## src/rtl/jtsm_pkg.sv

```systemverilog
// Package for the JTAG TAP shift master.
// Holds the command codes and the item and result structs shared by the engine
// and the top level. It depends on nothing else.
package jtsm_pkg;

  typedef enum logic [1:0] {
    ACT_GO_IDLE  = 2'd0,
    ACT_SHIFT_IR = 2'd1,
    ACT_SHIFT_DR = 2'd2,
    ACT_TICK     = 2'd3
  } action_t;

  typedef struct packed {
    action_t     action;
    logic [15:0] shift_bits;
    logic [4:0]  bit_count;
    logic        stay_in_update;
    logic        tdo;
  } item_t;

  typedef struct packed {
    logic        pulse;
    logic        tms;
    logic        tdi;
    logic [15:0] captured;
    logic        done_res;
    logic        rejected;
  } result_t;

endpackage

```

## src/rtl/jtsm_engine.sv

```systemverilog
// TAP walking engine: the operation state registers and the single-pass
// next-state and result logic for one item. Depends on jtsm_pkg.
module jtsm_engine #(
  parameter int IR_LENGTH   = 4,
  parameter int MAX_DR_BITS = 16
) (
  input  logic             clk,
  input  logic             rst,
  input  logic             advance,
  input  jtsm_pkg::item_t  item,
  output logic             has_result,
  output jtsm_pkg::result_t result
);
  import jtsm_pkg::*;

  localparam int SHW = (IR_LENGTH > MAX_DR_BITS) ? IR_LENGTH : MAX_DR_BITS;
  localparam int BLW = $clog2(SHW + 1);
  localparam int PHW = $clog2(SHW + 5);
  localparam int IXW = $clog2(SHW);
  localparam logic [SHW-1:0] IR_MASK = SHW'((64'd1 << IR_LENGTH) - 64'd1);

  typedef enum logic [1:0] {
    OP_NONE = 2'd0,
    OP_IDLE = 2'd1,
    OP_IR   = 2'd2,
    OP_DR   = 2'd3
  } op_t;

  op_t            op_kind, op_kind_next;
  logic [PHW-1:0] step_phase, step_phase_next;
  logic [SHW-1:0] out_shift, out_shift_next;
  logic [SHW-1:0] in_shift, in_shift_next;
  logic [BLW-1:0] bits_left, bits_left_next;
  logic           end_in_update, end_in_update_next;
  logic           update_given, update_given_next;
  logic           tms_level, tms_level_next;
  logic           tdi_level, tdi_level_next;

  logic [SHW+15:0] bits_wide;
  logic [SHW+15:0] cap_wide;
  logic [5:0]      count_sat;
  logic [SHW:0]    dr_mask;
  logic [PHW-1:0]  pre_len;
  logic [PHW-1:0]  ones_len;
  logic [PHW-1:0]  idx_full;
  logic [IXW-1:0]  idx;
  logic            done;

  always_comb begin
    bits_wide = {{SHW{1'b0}}, item.shift_bits};
    count_sat = {1'b0, item.bit_count};
    if (count_sat == 6'd0) begin
      count_sat = 6'd1;
    end
    if (count_sat > 6'(MAX_DR_BITS)) begin
      count_sat = 6'(MAX_DR_BITS);
    end
    dr_mask  = ({{SHW{1'b0}}, 1'b1} << count_sat) - {{SHW{1'b0}}, 1'b1};
    pre_len  = (op_kind == OP_IR) ? PHW'(4) : PHW'(3);
    ones_len = (op_kind == OP_IR) ? PHW'(2) : PHW'(1);
    idx_full = step_phase - pre_len;
    idx      = idx_full[IXW-1:0];
  end

  always_comb begin
    op_kind_next       = op_kind;
    step_phase_next    = step_phase;
    out_shift_next     = out_shift;
    in_shift_next      = in_shift;
    bits_left_next     = bits_left;
    end_in_update_next = end_in_update;
    update_given_next  = update_given;
    tms_level_next     = tms_level;
    tdi_level_next     = tdi_level;
    has_result         = 1'b0;
    done               = 1'b0;
    result.pulse       = 1'b0;
    result.rejected    = 1'b0;

    if (item.action != ACT_TICK) begin
      if (op_kind != OP_NONE) begin
        has_result      = 1'b1;
        result.rejected = 1'b1;
      end else begin
        step_phase_next    = '0;
        in_shift_next      = '0;
        update_given_next  = 1'b0;
        end_in_update_next = item.stay_in_update;
        unique case (item.action)
          ACT_GO_IDLE: begin
            op_kind_next   = OP_IDLE;
            out_shift_next = '0;
            bits_left_next = '0;
          end
          ACT_SHIFT_IR: begin
            op_kind_next   = OP_IR;
            bits_left_next = BLW'(IR_LENGTH);
            out_shift_next = bits_wide[SHW-1:0] & IR_MASK;
          end
          default: begin
            op_kind_next   = OP_DR;
            bits_left_next = BLW'(count_sat);
            out_shift_next = bits_wide[SHW-1:0] & dr_mask[SHW-1:0];
          end
        endcase
      end
    end else if (op_kind != OP_NONE) begin
      has_result   = 1'b1;
      result.pulse = 1'b1;
      if (op_kind == OP_IDLE) begin
        tms_level_next  = (step_phase < PHW'(5));
        step_phase_next = step_phase + PHW'(1);
        if (step_phase >= PHW'(5)) begin
          done         = 1'b1;
          op_kind_next = OP_NONE;
        end
      end else if (step_phase < pre_len) begin
        tms_level_next  = (step_phase < ones_len);
        step_phase_next = step_phase + PHW'(1);
      end else if (bits_left != '0) begin
        tdi_level_next     = out_shift[0];
        tms_level_next     = (bits_left == BLW'(1));
        in_shift_next[idx] = in_shift[idx] | item.tdo;
        out_shift_next     = out_shift >> 1;
        bits_left_next     = bits_left - BLW'(1);
        step_phase_next    = step_phase + PHW'(1);
      end else if (!update_given) begin
        tms_level_next    = 1'b1;
        update_given_next = 1'b1;
        if (end_in_update) begin
          done         = 1'b1;
          op_kind_next = OP_NONE;
        end
      end else begin
        tms_level_next = 1'b0;
        done           = 1'b1;
        op_kind_next   = OP_NONE;
      end
    end

    cap_wide        = {16'b0, in_shift_next};
    result.tms      = tms_level_next;
    result.tdi      = tdi_level_next;
    result.captured = cap_wide[15:0];
    result.done_res = done;
  end

  always_ff @(posedge clk) begin
    if (rst) begin
      op_kind       <= OP_NONE;
      step_phase    <= '0;
      out_shift     <= '0;
      in_shift      <= '0;
      bits_left     <= '0;
      end_in_update <= 1'b0;
      update_given  <= 1'b0;
      tms_level     <= 1'b1;
      tdi_level     <= 1'b0;
    end else if (advance) begin
      op_kind       <= op_kind_next;
      step_phase    <= step_phase_next;
      out_shift     <= out_shift_next;
      in_shift      <= in_shift_next;
      bits_left     <= bits_left_next;
      end_in_update <= end_in_update_next;
      update_given  <= update_given_next;
      tms_level     <= tms_level_next;
      tdi_level     <= tdi_level_next;
    end
  end

endmodule

```

## src/rtl/jtag_tap_shift_master.sv

```systemverilog
// An item transferred on the input passes the input register and then the result register
// before its result, if any, shows on the outputs.
// Throughput: one item per cycle, sustained while the result side keeps taking transfers;
// the limit is the operation state update in the engine.
// Reset (synchronous, active high) empties both registers and puts the engine
// in its no-operation state with TMS held high and TDI held low.
//
// Top level of the JTAG TAP shift master. Depends on jtsm_pkg and jtsm_engine.
module jtag_tap_shift_master #(
  parameter int IR_LENGTH   = 4,
  parameter int MAX_DR_BITS = 16
) (
  input  logic        clk,
  input  logic        rst,
  input  logic        in_valid,
  output logic        in_ready,
  input  logic [1:0]  action,
  input  logic [15:0] shift_bits,
  input  logic [4:0]  bit_count,
  input  logic        stay_in_update,
  input  logic        tdo,
  output logic        out_valid,
  input  logic        out_ready,
  output logic        pulse,
  output logic        tms,
  output logic        tdi,
  output logic [15:0] captured,
  output logic        done_res,
  output logic        rejected
);
  import jtsm_pkg::*;

  // Input register: holds one accepted command or tick until the engine takes it.
  logic    stage_valid;
  item_t   stage_item;

  // Result register: holds the finished result until the downstream side takes it.
  logic    res_valid;
  result_t res_data;

  logic    advance;
  logic    eng_has_result;
  result_t eng_result;

  // The engine consumes the staged item whenever the result register is free,
  // or will be freed by a transfer at this same edge. Items that produce no
  // result (a command while idle, a tick while idle) simply leave the result
  // register empty.
  assign advance  = stage_valid && (!res_valid || out_ready);
  assign in_ready = !stage_valid || advance;

  always_ff @(posedge clk) begin
    if (rst) begin
      stage_valid <= 1'b0;
    end else if (in_ready) begin
      stage_valid <= in_valid;
    end
    if (in_ready && in_valid) begin
      stage_item.action         <= action_t'(action);
      stage_item.shift_bits     <= shift_bits;
      stage_item.bit_count      <= bit_count;
      stage_item.stay_in_update <= stay_in_update;
      stage_item.tdo            <= tdo;
    end
  end

  jtsm_engine #(
    .IR_LENGTH  (IR_LENGTH),
    .MAX_DR_BITS(MAX_DR_BITS)
  ) u_engine (
    .clk       (clk),
    .rst       (rst),
    .advance   (advance),
    .item      (stage_item),
    .has_result(eng_has_result),
    .result    (eng_result)
  );

  always_ff @(posedge clk) begin
    if (rst) begin
      res_valid <= 1'b0;
    end else if (advance) begin
      res_valid <= eng_has_result;
    end else if (out_ready) begin
      res_valid <= 1'b0;
    end
    if (advance && eng_has_result) begin
      res_data <= eng_result;
    end
  end

  assign out_valid = res_valid;
  assign pulse     = res_data.pulse;
  assign tms       = res_data.tms;
  assign tdi       = res_data.tdi;
  assign captured  = res_data.captured;
  assign done_res  = res_data.done_res;
  assign rejected  = res_data.rejected;

`ifndef SYNTHESIS
  // A result produced by the engine must show up in the result register.
  a_result_loaded: assert property (@(posedge clk) disable iff (rst)
    advance && eng_has_result |=> res_valid)
    else $error("engine result was not registered");

  // With the result register empty the input side can never be blocked.
  a_ready_when_empty: assert property (@(posedge clk) disable iff (rst)
    !res_valid |-> in_ready)
    else $error("input stalled with empty result register");

  // A rejected command never drives a TCK pulse or ends an operation.
  a_reject_no_pulse: assert property (@(posedge clk) disable iff (rst)
    res_valid && res_data.rejected |-> !res_data.pulse && !res_data.done_res)
    else $error("rejected result carries a pulse");

  // The end of an operation always comes with a TCK pulse.
  a_done_has_pulse: assert property (@(posedge clk) disable iff (rst)
    res_valid && res_data.done_res |-> res_data.pulse)
    else $error("done without a pulse");
`endif

endmodule

```

## config.mk

```make
export PLATFORM = sky130hd
export DESIGN_NAME = jtag_tap_shift_master
export DESIGN_NICKNAME = d
export VERILOG_FILES = /design/src/rtl/jtsm_pkg.sv /design/src/rtl/jtsm_engine.sv /design/src/rtl/jtag_tap_shift_master.sv
export SDC_FILE = /design/constraint.sdc
export NUM_CORES = 1
export LEC_CHECK = 0
export ABC_AREA = 1
export BUFFER_PORTS_ARGS = -buffer_cell sky130_fd_sc_hd__buf_4
export CORE_AREA = 2 2 80 159
export DETAILED_ROUTE_END_ITERATION = 10
export DIE_AREA = 0 0 82 161
export SYNTH_ARGS = -nofsm -noshare
export SYNTH_HDL_FRONTEND = slang
export SYNTH_SLANG_ARGS = --single-unit
```

## constraint.sdc

```tcl
create_clock -name clk -period 3.4 [get_ports clk]
set_input_delay 0 -clock clk [delete_from_list [all_inputs] [get_ports clk]]
set_output_delay 0 -clock clk [all_outputs]
set_load 0.005 [all_outputs]
```

==> flow_results.org, run 1 <==
** CTS
- The number of gates resized after CTS was 0.
- CTS H-tree lvls :: 3
- Clock tree synthesis inserted a total of 9 buffers.
- Clock-pin slew of the registers on the worst-case setup and hold paths :: 0.07 ns
- Clk sink count :: 96
- Clock tree root driver cell :: clkbuf_16
- The clock reaches the later pin of the worst-skew pair after 0.35 ns.
- The longest clock path from root to sink contains 2 buffers.
- In this run the post-CTS setup repair buffer count came out at 0.
- TritonCTS built the clock tree.

** Route
- TritonRoute pass-1 iters :: 5
- Once detail routing completed, the nets flagged for antenna violations numbered 0.
- Initial drt markers :: 271
- Dividing the detail-routed wire length by the instance count gives 13.6 um.
- After detailed routing, the number of vias per cell comes to 5.15.
- Remaining design rule violation count :: 0
- The routed layout has 4668 vias.
- After detailed routing, the total wire length is 12.4 mm.

** Global route
- Global routing consumed, over all layers together, 20.1% of the routing resources.
- After global routing the overflow that remains totals 0.
- Vias in the first global route :: 4293
- Wire length of the first global-routing pass :: 20.9 mm
- The initial antenna violation count was 0.
- Entering global routing, the biggest net connects 35 pins.

** Logic synthesis
- Synthesis handed over a netlist of 686 instances.
- Synthesis produced a netlist with a net count of 733.
- Most common flop cell mapped by yosys :: dfxtp_1
- Number of distinct library cells after synthesis :: 44
- The Yosys step of the flow raised 0 warnings.
- Yosys reg bits :: 96
- Averaged over all synthesized cells, the footprint is 7.73 sq um.
- Fraction of synthesized cell area taken by the top area cell type :: 26.1%
- Proportion of synthesized flip-flops having asynchronous set or reset :: 0%
- Cell taking the most area after synthesis :: edfxtp_1
- Number of enable flip-flop cells after synthesis :: 46
- Most frequently used cell type in the post-synthesis netlist :: nand2_1
- Leading cell types by count after synthesis :: nand2_1, nor2_1, inv_1, nand3_1, dfxtp_1
- Seq/Total Area, Yosys :: 44.9%
- Ranking of synthesized cells by area :: edfxtp_1, dfxtp_1, nand2_1
- Summing every instance area after synthesis gives 0.00530 sq mm.

** Floorplan
- Die height :: 161 um
- 52 I/O pins were placed.
- Die footprint :: 0.0132 sq mm
- Die span in x :: 82 um
- Core ar. :: 0.0120 sq mm
- Total number of placement rows :: 57
- Starting utilization of the core area :: 44.3%

** Critical path
- Top cell by count, worst path :: nand2_1
- Type of origin of the critical path :: flop
- Broken down by cell family, the worst path's largest delay share belongs to simple AND/OR/NAND/NOR gates.
- Data required, critical path :: 3.51 ns
- CP Data Arrival Time :: 3.02 ns
- Critical-path cell list :: inv_2 -> nor2_1 -> inv_1 -> ha_1 -> fa_1 -> inv_1 -> nand2_1 -> nand2_1 -> nand2_1 -> nand2_1 -> nand2_2 -> nand4_1 -> nand2_1 -> nand2_1
- Crit-path max FO :: 16
- Peak per-stage delay on the critical path :: 0.63 ns
- Setup Crit Path Kind :: reg2reg
- Number of buffers and inverters on the critical path :: 3
- The number of cells on the worst reg-to-reg path is 14.
- The critical path runs through a total of 14 cells.
- The largest individual stage delay along the critical path comes from the cell fa_1.
- The worst setup path is captured at a flop.

** Timing
- Number of failing setup endpoints in the final timing report :: 0
- The number of max-slew violations in the final report came to 0.
- Adding up every negative setup slack in the final design gives 0 ns.
- Timing would allow up to 343 MHz.
- Final Cycle Share :: 85.7%
- Slew at the pin closest to its max-slew limit :: 0.936 ns
- Setup repair after global routing missed its margin :: no
- Setup skew after layout :: 0.0114 ns
- Normalized max-slew margin :: 37.5%
- Number of endpoints with negative hold slack in the final report :: 0
- The worst path needs 2.91 ns of the cycle, external delays included.

** Run status
- Outcome :: completed

** Power and ir drop
- Leakage :: 2.73 nW
- Across the VDD grid, the largest voltage drop is 290 uV.
- For this design the ratio of total power to cell area is 443 mW/mm^2.

** Job
- Max-cap violation count :: 0

** Placement
- Routability-driven placement finished with a final weighted congestion of 0.868.
- The HPWL after detailed placement is 8.47 mm.
- Buffers placed on the I/O ports in this run total 51.

** Finish
- Area used by multi-input combinational logic :: 0.00252 sq mm
- Layout Nets :: 802
- Counting the fill cells in the layout gives 1165.
- The post-route netlist has 13.9% of its cells at a drive strength greater than 1.
- The repair_antennas step left the layout with diodes totalling 0.
- Across the whole layout, storage elements account for 0.00238 sq mm.
- Final Core Density :: 52.8%
- From synthesis to final layout, the design area changed by 19.3%.

** Worst hold path
- Path category of the worst min-delay check :: in2reg
- Worst hold path cell count :: 2
worst reg2reg max path, delay by kind of cell (launching register included):
family | cells | cell delay [ns]
adder cells (fa/ha/maj) | 2 | 0.85
buffers and inverters | 3 | 0.37
flip-flops | 1 | 0.49
AND/OR/NAND/NOR | 9 | 0.98
flip-flops by register name (all words and copies together) (netlist names), 2 cells and up:
name                 cells
captured                16
stage_item              25
u_engine.bits_left       5
u_engine.in_shift       16
u_engine.op_kind         2
u_engine.out_shift      16
u_engine.step_phase      5
logic make-up after synthesis:
| family | after synthesis | share of synthesized area (%) |
|---|---|---|
| simple gates | 368 | 30.1 |
| compound gates | 104 | 11.5 |
| flops | 96 | 44.9 |
| buf+inv | 91 | 7.60 |
| fa+ha+maj | 18 | 4.39 |
| xor+xnor | 8 | 1.46 |
| other cells | 1 | 0.0707 |
layout make-up:
type,count,share of cell area (%)
multi-input cells,499,39.8
flip-flops and latches,96,37.7
repair buffers,83,10.9
clock buffers,10,3.95
inverters,66,3.95
well taps,147,2.91
clock inverters,6,0.831
metal layers:
metal	GRT usage (%)	up-vias	part of all wire (%)
met5	0	-	0
met3	3.41	14	4.4
met4	5.38	0	1.2
li1	-	2427	-
met2	30.7	112	47
met1	29.2	2115	47
final timing paths:
path                                                           from                                  end  slack (ns)
worst max-delay path               u_engine.op_kind[1]$_SDFFE_PP0P_                captured[7]$_DFFE_PP_        0.49
worst min-delay path                                            rst               out_valid$_SDFFE_PP0P_        0.03
worst max register to register     u_engine.op_kind[1]$_SDFFE_PP0P_                captured[7]$_DFFE_PP_        0.49
worst min register to register  u_engine.out_shift[15]$_SDFFE_PP0P_  u_engine.out_shift[15]$_SDFFE_PP0P_        0.47
where the power goes:
group          switching (mW)  internal, mW
Combinational           0.280         0.167
Sequential             0.0455          1.28
Clock                   0.476         0.557
Total                   0.801          2.00
cells in the final DEF (no fill, tap or decap), types with 10 or more instances in the layout:
cell type / instances
nand3_1: 51
dlygate4sd3_1: 26
edfxtp_1: 46
nand4_1: 27
nand2_1: 153
nor2_1: 112
inv_1: 57
ha_1: 17
o21ai_0: 32
a21oi_1: 42
clkbuf_16: 10
dfxtp_1: 50
buf_4: 57
timing repair:
| item | in CTS | in global routing |
|---|---|---|
| hold endpoints to repair | 26 | 0 |
| setup endpoints to repair | 0 | 0 |
| hold buffers | 26 | 0 |
through the flow:
step | total power [mW] | hold WS, ns | area (sq um) | instances | worst slack [ns]
floorplan | 1.65 | 0.0989 | 5300 | 686 | 0.858
global placement | 1.77 | 0.178 | 5760 | 865 | 0.550
detailed placement | 1.77 | 0.179 | 5760 | 865 | 0.488
CTS | 2.83 | 0.0307 | 6330 | 907 | 0.469
global route | 2.94 | 0.0509 | 6330 | 907 | 0.126
finish | 2.80 | 0.0349 | 6330 | 907 | 0.486
Power figures use the tool's default switching activity.
==> run 2, diff against run 1 <==
--- a/config.mk
+++ b/config.mk
@@ -6,7 +6,7 @@
 export NUM_CORES = 1
 export LEC_CHECK = 0
 export ABC_AREA = 1
-export BUFFER_PORTS_ARGS = -buffer_cell sky130_fd_sc_hd__buf_4
+export BUFFER_PORTS_ARGS = -buffer_cell sky130_fd_sc_hd__buf_2
 export CORE_AREA = 2 2 80 159
 export DETAILED_ROUTE_END_ITERATION = 10
 export DIE_AREA = 0 0 82 161
==> flow_results.org, run 2 (same netlist as run 1, synthesis figures left out) <==
** Finish
- The flip-flop count of the largest register, all copies and words added was 25 (unchanged).
- Final instance area :: 0.00621 sq mm (-1.9%)
- Relative to the synthesized area, the layout overhead comes to 17.1%.
- The final-stage net count is 802 (unchanged).
- Leading cell type in the layout, fill and taps excluded :: nand2_1
- Final instance count without filler cells :: 907 (unchanged)
- The count of fill cells added during filler insertion was 1172 (+0.60%).
- # diodes :: 0 (unchanged)
- The combined flip-flop and latch cell area is 0.00238 sq mm (unchanged).
- Layout cells sized above 1 :: 13.7% (-0.26 points)
- Final Core Density :: 51.8% (-0.99 points)
- Largest Register :: stage_item
- The library cells used most frequently in the layout, excluding fill and tap cells, are nand2_1, nor2_1, inv_1, nand3_1, buf_2.
- Area used by multi-input combinational logic :: 0.00252 sq mm (unchanged)

** Timing
- Slew at the pin closest to its max-slew limit :: 0.927 ns (-0.00981 ns)
- Normalized max-slew margin :: 38.2% (+0.65 points)
- The number of hold violations in the final report came to 0 (unchanged).
- Max-slew violation count :: 0 (unchanged)
- Final sum of negative setup slack :: 0 ns (unchanged)
- The maximum achievable frequency came to 341 MHz (-0.63%).
- The final number of setup-violating endpoints was 0 (unchanged).
- The final clock skew was 0.0113 ns (-0.000121 ns).
- Final Cycle Share :: 86.3% (+0.55 points)
- Worst setup margin :: 0.467 ns (-0.0186 ns)
- Time the worst path needs with I/O delays and setup :: 2.93 ns (+0.0186 ns)
- Setup repair after global routing missed its margin :: no

** Worst hold path
- Path category of the worst min-delay check :: in2reg

** Floorplan
- The standard-cell row count is 57 (unchanged).
- I/O pins :: 52 (unchanged)
- The initial core utilization was 44.3% (unchanged).
- Die height :: 161 um (unchanged)
- The area of the die came to 0.0132 sq mm (unchanged).
- The floorplan die width is 82 um (unchanged).
- The placeable core region was 0.0120 sq mm (unchanged).

** Global route
- Global-route usage over all layers :: 19.9% (-0.16 points)
- The initial antenna violation count came to 0 (unchanged).
- Wire length of the first global-routing pass :: 20.8 mm (-0.46%)
- The via count of the first global-routing pass is 4419 (+2.9%).
- Maximum number of pins on one net before global-route repair :: 27 (-23%)
- The total overflow reported by the global router is 0 (unchanged).

** CTS
- The post-CTS setup repair buffer count came to 0 (unchanged).
- TritonCTS Buffers :: 9 (unchanged)
- Post-CTS Hold Fix Bufs :: 26 (unchanged)
- The number of clock sinks was 96 (unchanged).
- Post-CTS sizing :: 0 (unchanged)
- CTS H-tree lvls :: 3 (unchanged)
- Maximum root-to-sink buffer count :: 2 (unchanged)
- Clock tree root driver cell :: clkbuf_16
- Clk_lat worst skew :: 0.34 ns (about the same)
- Clock-pin slew of the registers on the worst-case setup and hold paths :: 0.06 ns (about the same)
- TritonCTS built the clock tree.

** Critical path
- Top cell by count, worst path :: nor2_1
- The worst register-to-register path ends at captured[9]$_DFFE_PP_.
- Max stage delay cell, worst path :: fa_1
- The most critical setup path has its endpoint at captured[9]$_DFFE_PP_.
- The number of cells on the worst reg-to-reg path came to 12 (-2).
- The maximum fanout along the worst path is 7 (-9).
- Critical-path cell list :: inv_2 -> nor2_1 -> inv_1 -> ha_1 -> fa_1 -> inv_1 -> nor2_1 -> nand4_1 -> nor2_1 -> nand4_1 -> nand2_1 -> nand2_1
- STA classifies the critical path startpoint as a flop.
- The critical path depth came to 12 (-2).
- CP Data Arrival Time :: 3.03 ns (about the same)
- Peak per-stage delay on the critical path :: 0.64 ns (about the same)
- R2R Setup Slk :: 0.47 ns (-0.02 ns)
- The critical path is of the reg2reg type.
- Tracing the worst setup path back leads to its startpoint at u_engine.op_kind[1]$_SDFFE_PP0P_.
- Number of buffers and inverters on the critical path :: 3 (unchanged)
- The required arrival time at the worst endpoint came to 3.49 ns (-0.02 ns).
- The worst setup path is captured at a flop.
- Worst flop-to-flop path startpoint :: u_engine.op_kind[1]$_SDFFE_PP0P_
- Crit path max-delay family :: simple AND/OR/NAND/NOR gates

** Power and ir drop
- The worst vdd rail ir drop is 269 uV (-7.2%).
- Leakage :: 2.68 nW (-1.8%)
- Power Density :: 454 mW/mm^2 (+2.6%)

** Route
- The post-detailed-route via-to-cell ratio came to 5.07 (-1.5%).
- Final ANT Viol Nets :: 0 (unchanged)
- TritonRoute pass-1 iters :: 5 (unchanged)
- Detailed-route wire length per cell :: 13.3 um (-2.3%)
- The total via count after detailed routing was 4597 (-1.5%).
- The DRC marker count from the first detailed-route iteration is 327 (+21%).
- The number of DRC violations after detailed routing came to 0 (unchanged).
- The total wirelength of the detailed-routed design is 12.1 mm (-2.3%).

** Job
- The number of maximum-capacitance violations came to 0 (unchanged).

** Run status
- The run finished with clean final reports.

** Placement
- Placed cell count :: 865 (unchanged)
- Post-detail-place hpwl :: 8.42 mm (-0.66%)
- Buffers added on ports :: 51 (unchanged)
- The placement-stage worst setup slack was 0.478 ns (-0.0107 ns).
- The area after detailed placement came to 0.00564 sq mm (-2.2%).
- The final weighted congestion in routability-driven placement was 0.862 (-0.70%).
run 2: worst register-to-register path: cells and delay by family (launching register included):
kind / cells / cell delay, ns
adder cells (fa/ha/maj): 2 / 0.86
AND/OR/NAND/NOR: 7 / 0.98
flip-flops: 1 / 0.47
buffers and inverters: 3 / 0.37
run 2: area by class of cell:
class | count | share of cell area (%)
sequential | 96 | 38.4
clock inverter | 6 | 1.33
multi-input combinational | 499 | 40.6
tap | 147 | 2.96
inverter | 66 | 4.03
timing repair buffer | 83 | 9.03
clock buffer | 10 | 3.69
run 2: routing by layer:
metal  up-vias  global-route usage [%]  part of all wire (%)
li1       2415                       -                     -
met1      2081                    28.7                    48
met2        91                    30.9                    47
met3        10                    2.74                   3.2
met4         0                    5.83                   1.4
met5         -                       0                     0
run 2: report_power, final:
part	total (mW)	switching, mW	internal, mW
sequential	1.32	0.0442	1.28
combinational	0.431	0.276	0.154
clock	1.07	0.425	0.642
run 2: through the flow:
| stage | total power, mW | hold slack, ns |
|---|---|---|
| after floorplan | 1.65 | 0.0989 |
| after global placement | 1.75 | 0.176 |
| after detailed placement | 1.75 | 0.178 |
| after CTS | 2.85 | 0.0570 |
| after global routing | 2.96 | 0.0994 |
| final | 2.82 | 0.0678 |
run 2: how the worst min path moves through the flow:
stage	from	endpoint	cells after the start
after CTS	out_ready	out_valid$_SDFFE_PP0P_	6
after floorplan	tdo	stage_item[0]$_DFFE_PP_	0
after detailed placement	shift_bits[9]	stage_item[16]$_DFFE_PP_	1
after global routing	out_ready	out_valid$_SDFFE_PP0P_	6
final	out_ready	out_valid$_SDFFE_PP0P_	6
after global placement	bit_count[0]	stage_item[2]$_DFFE_PP_	1
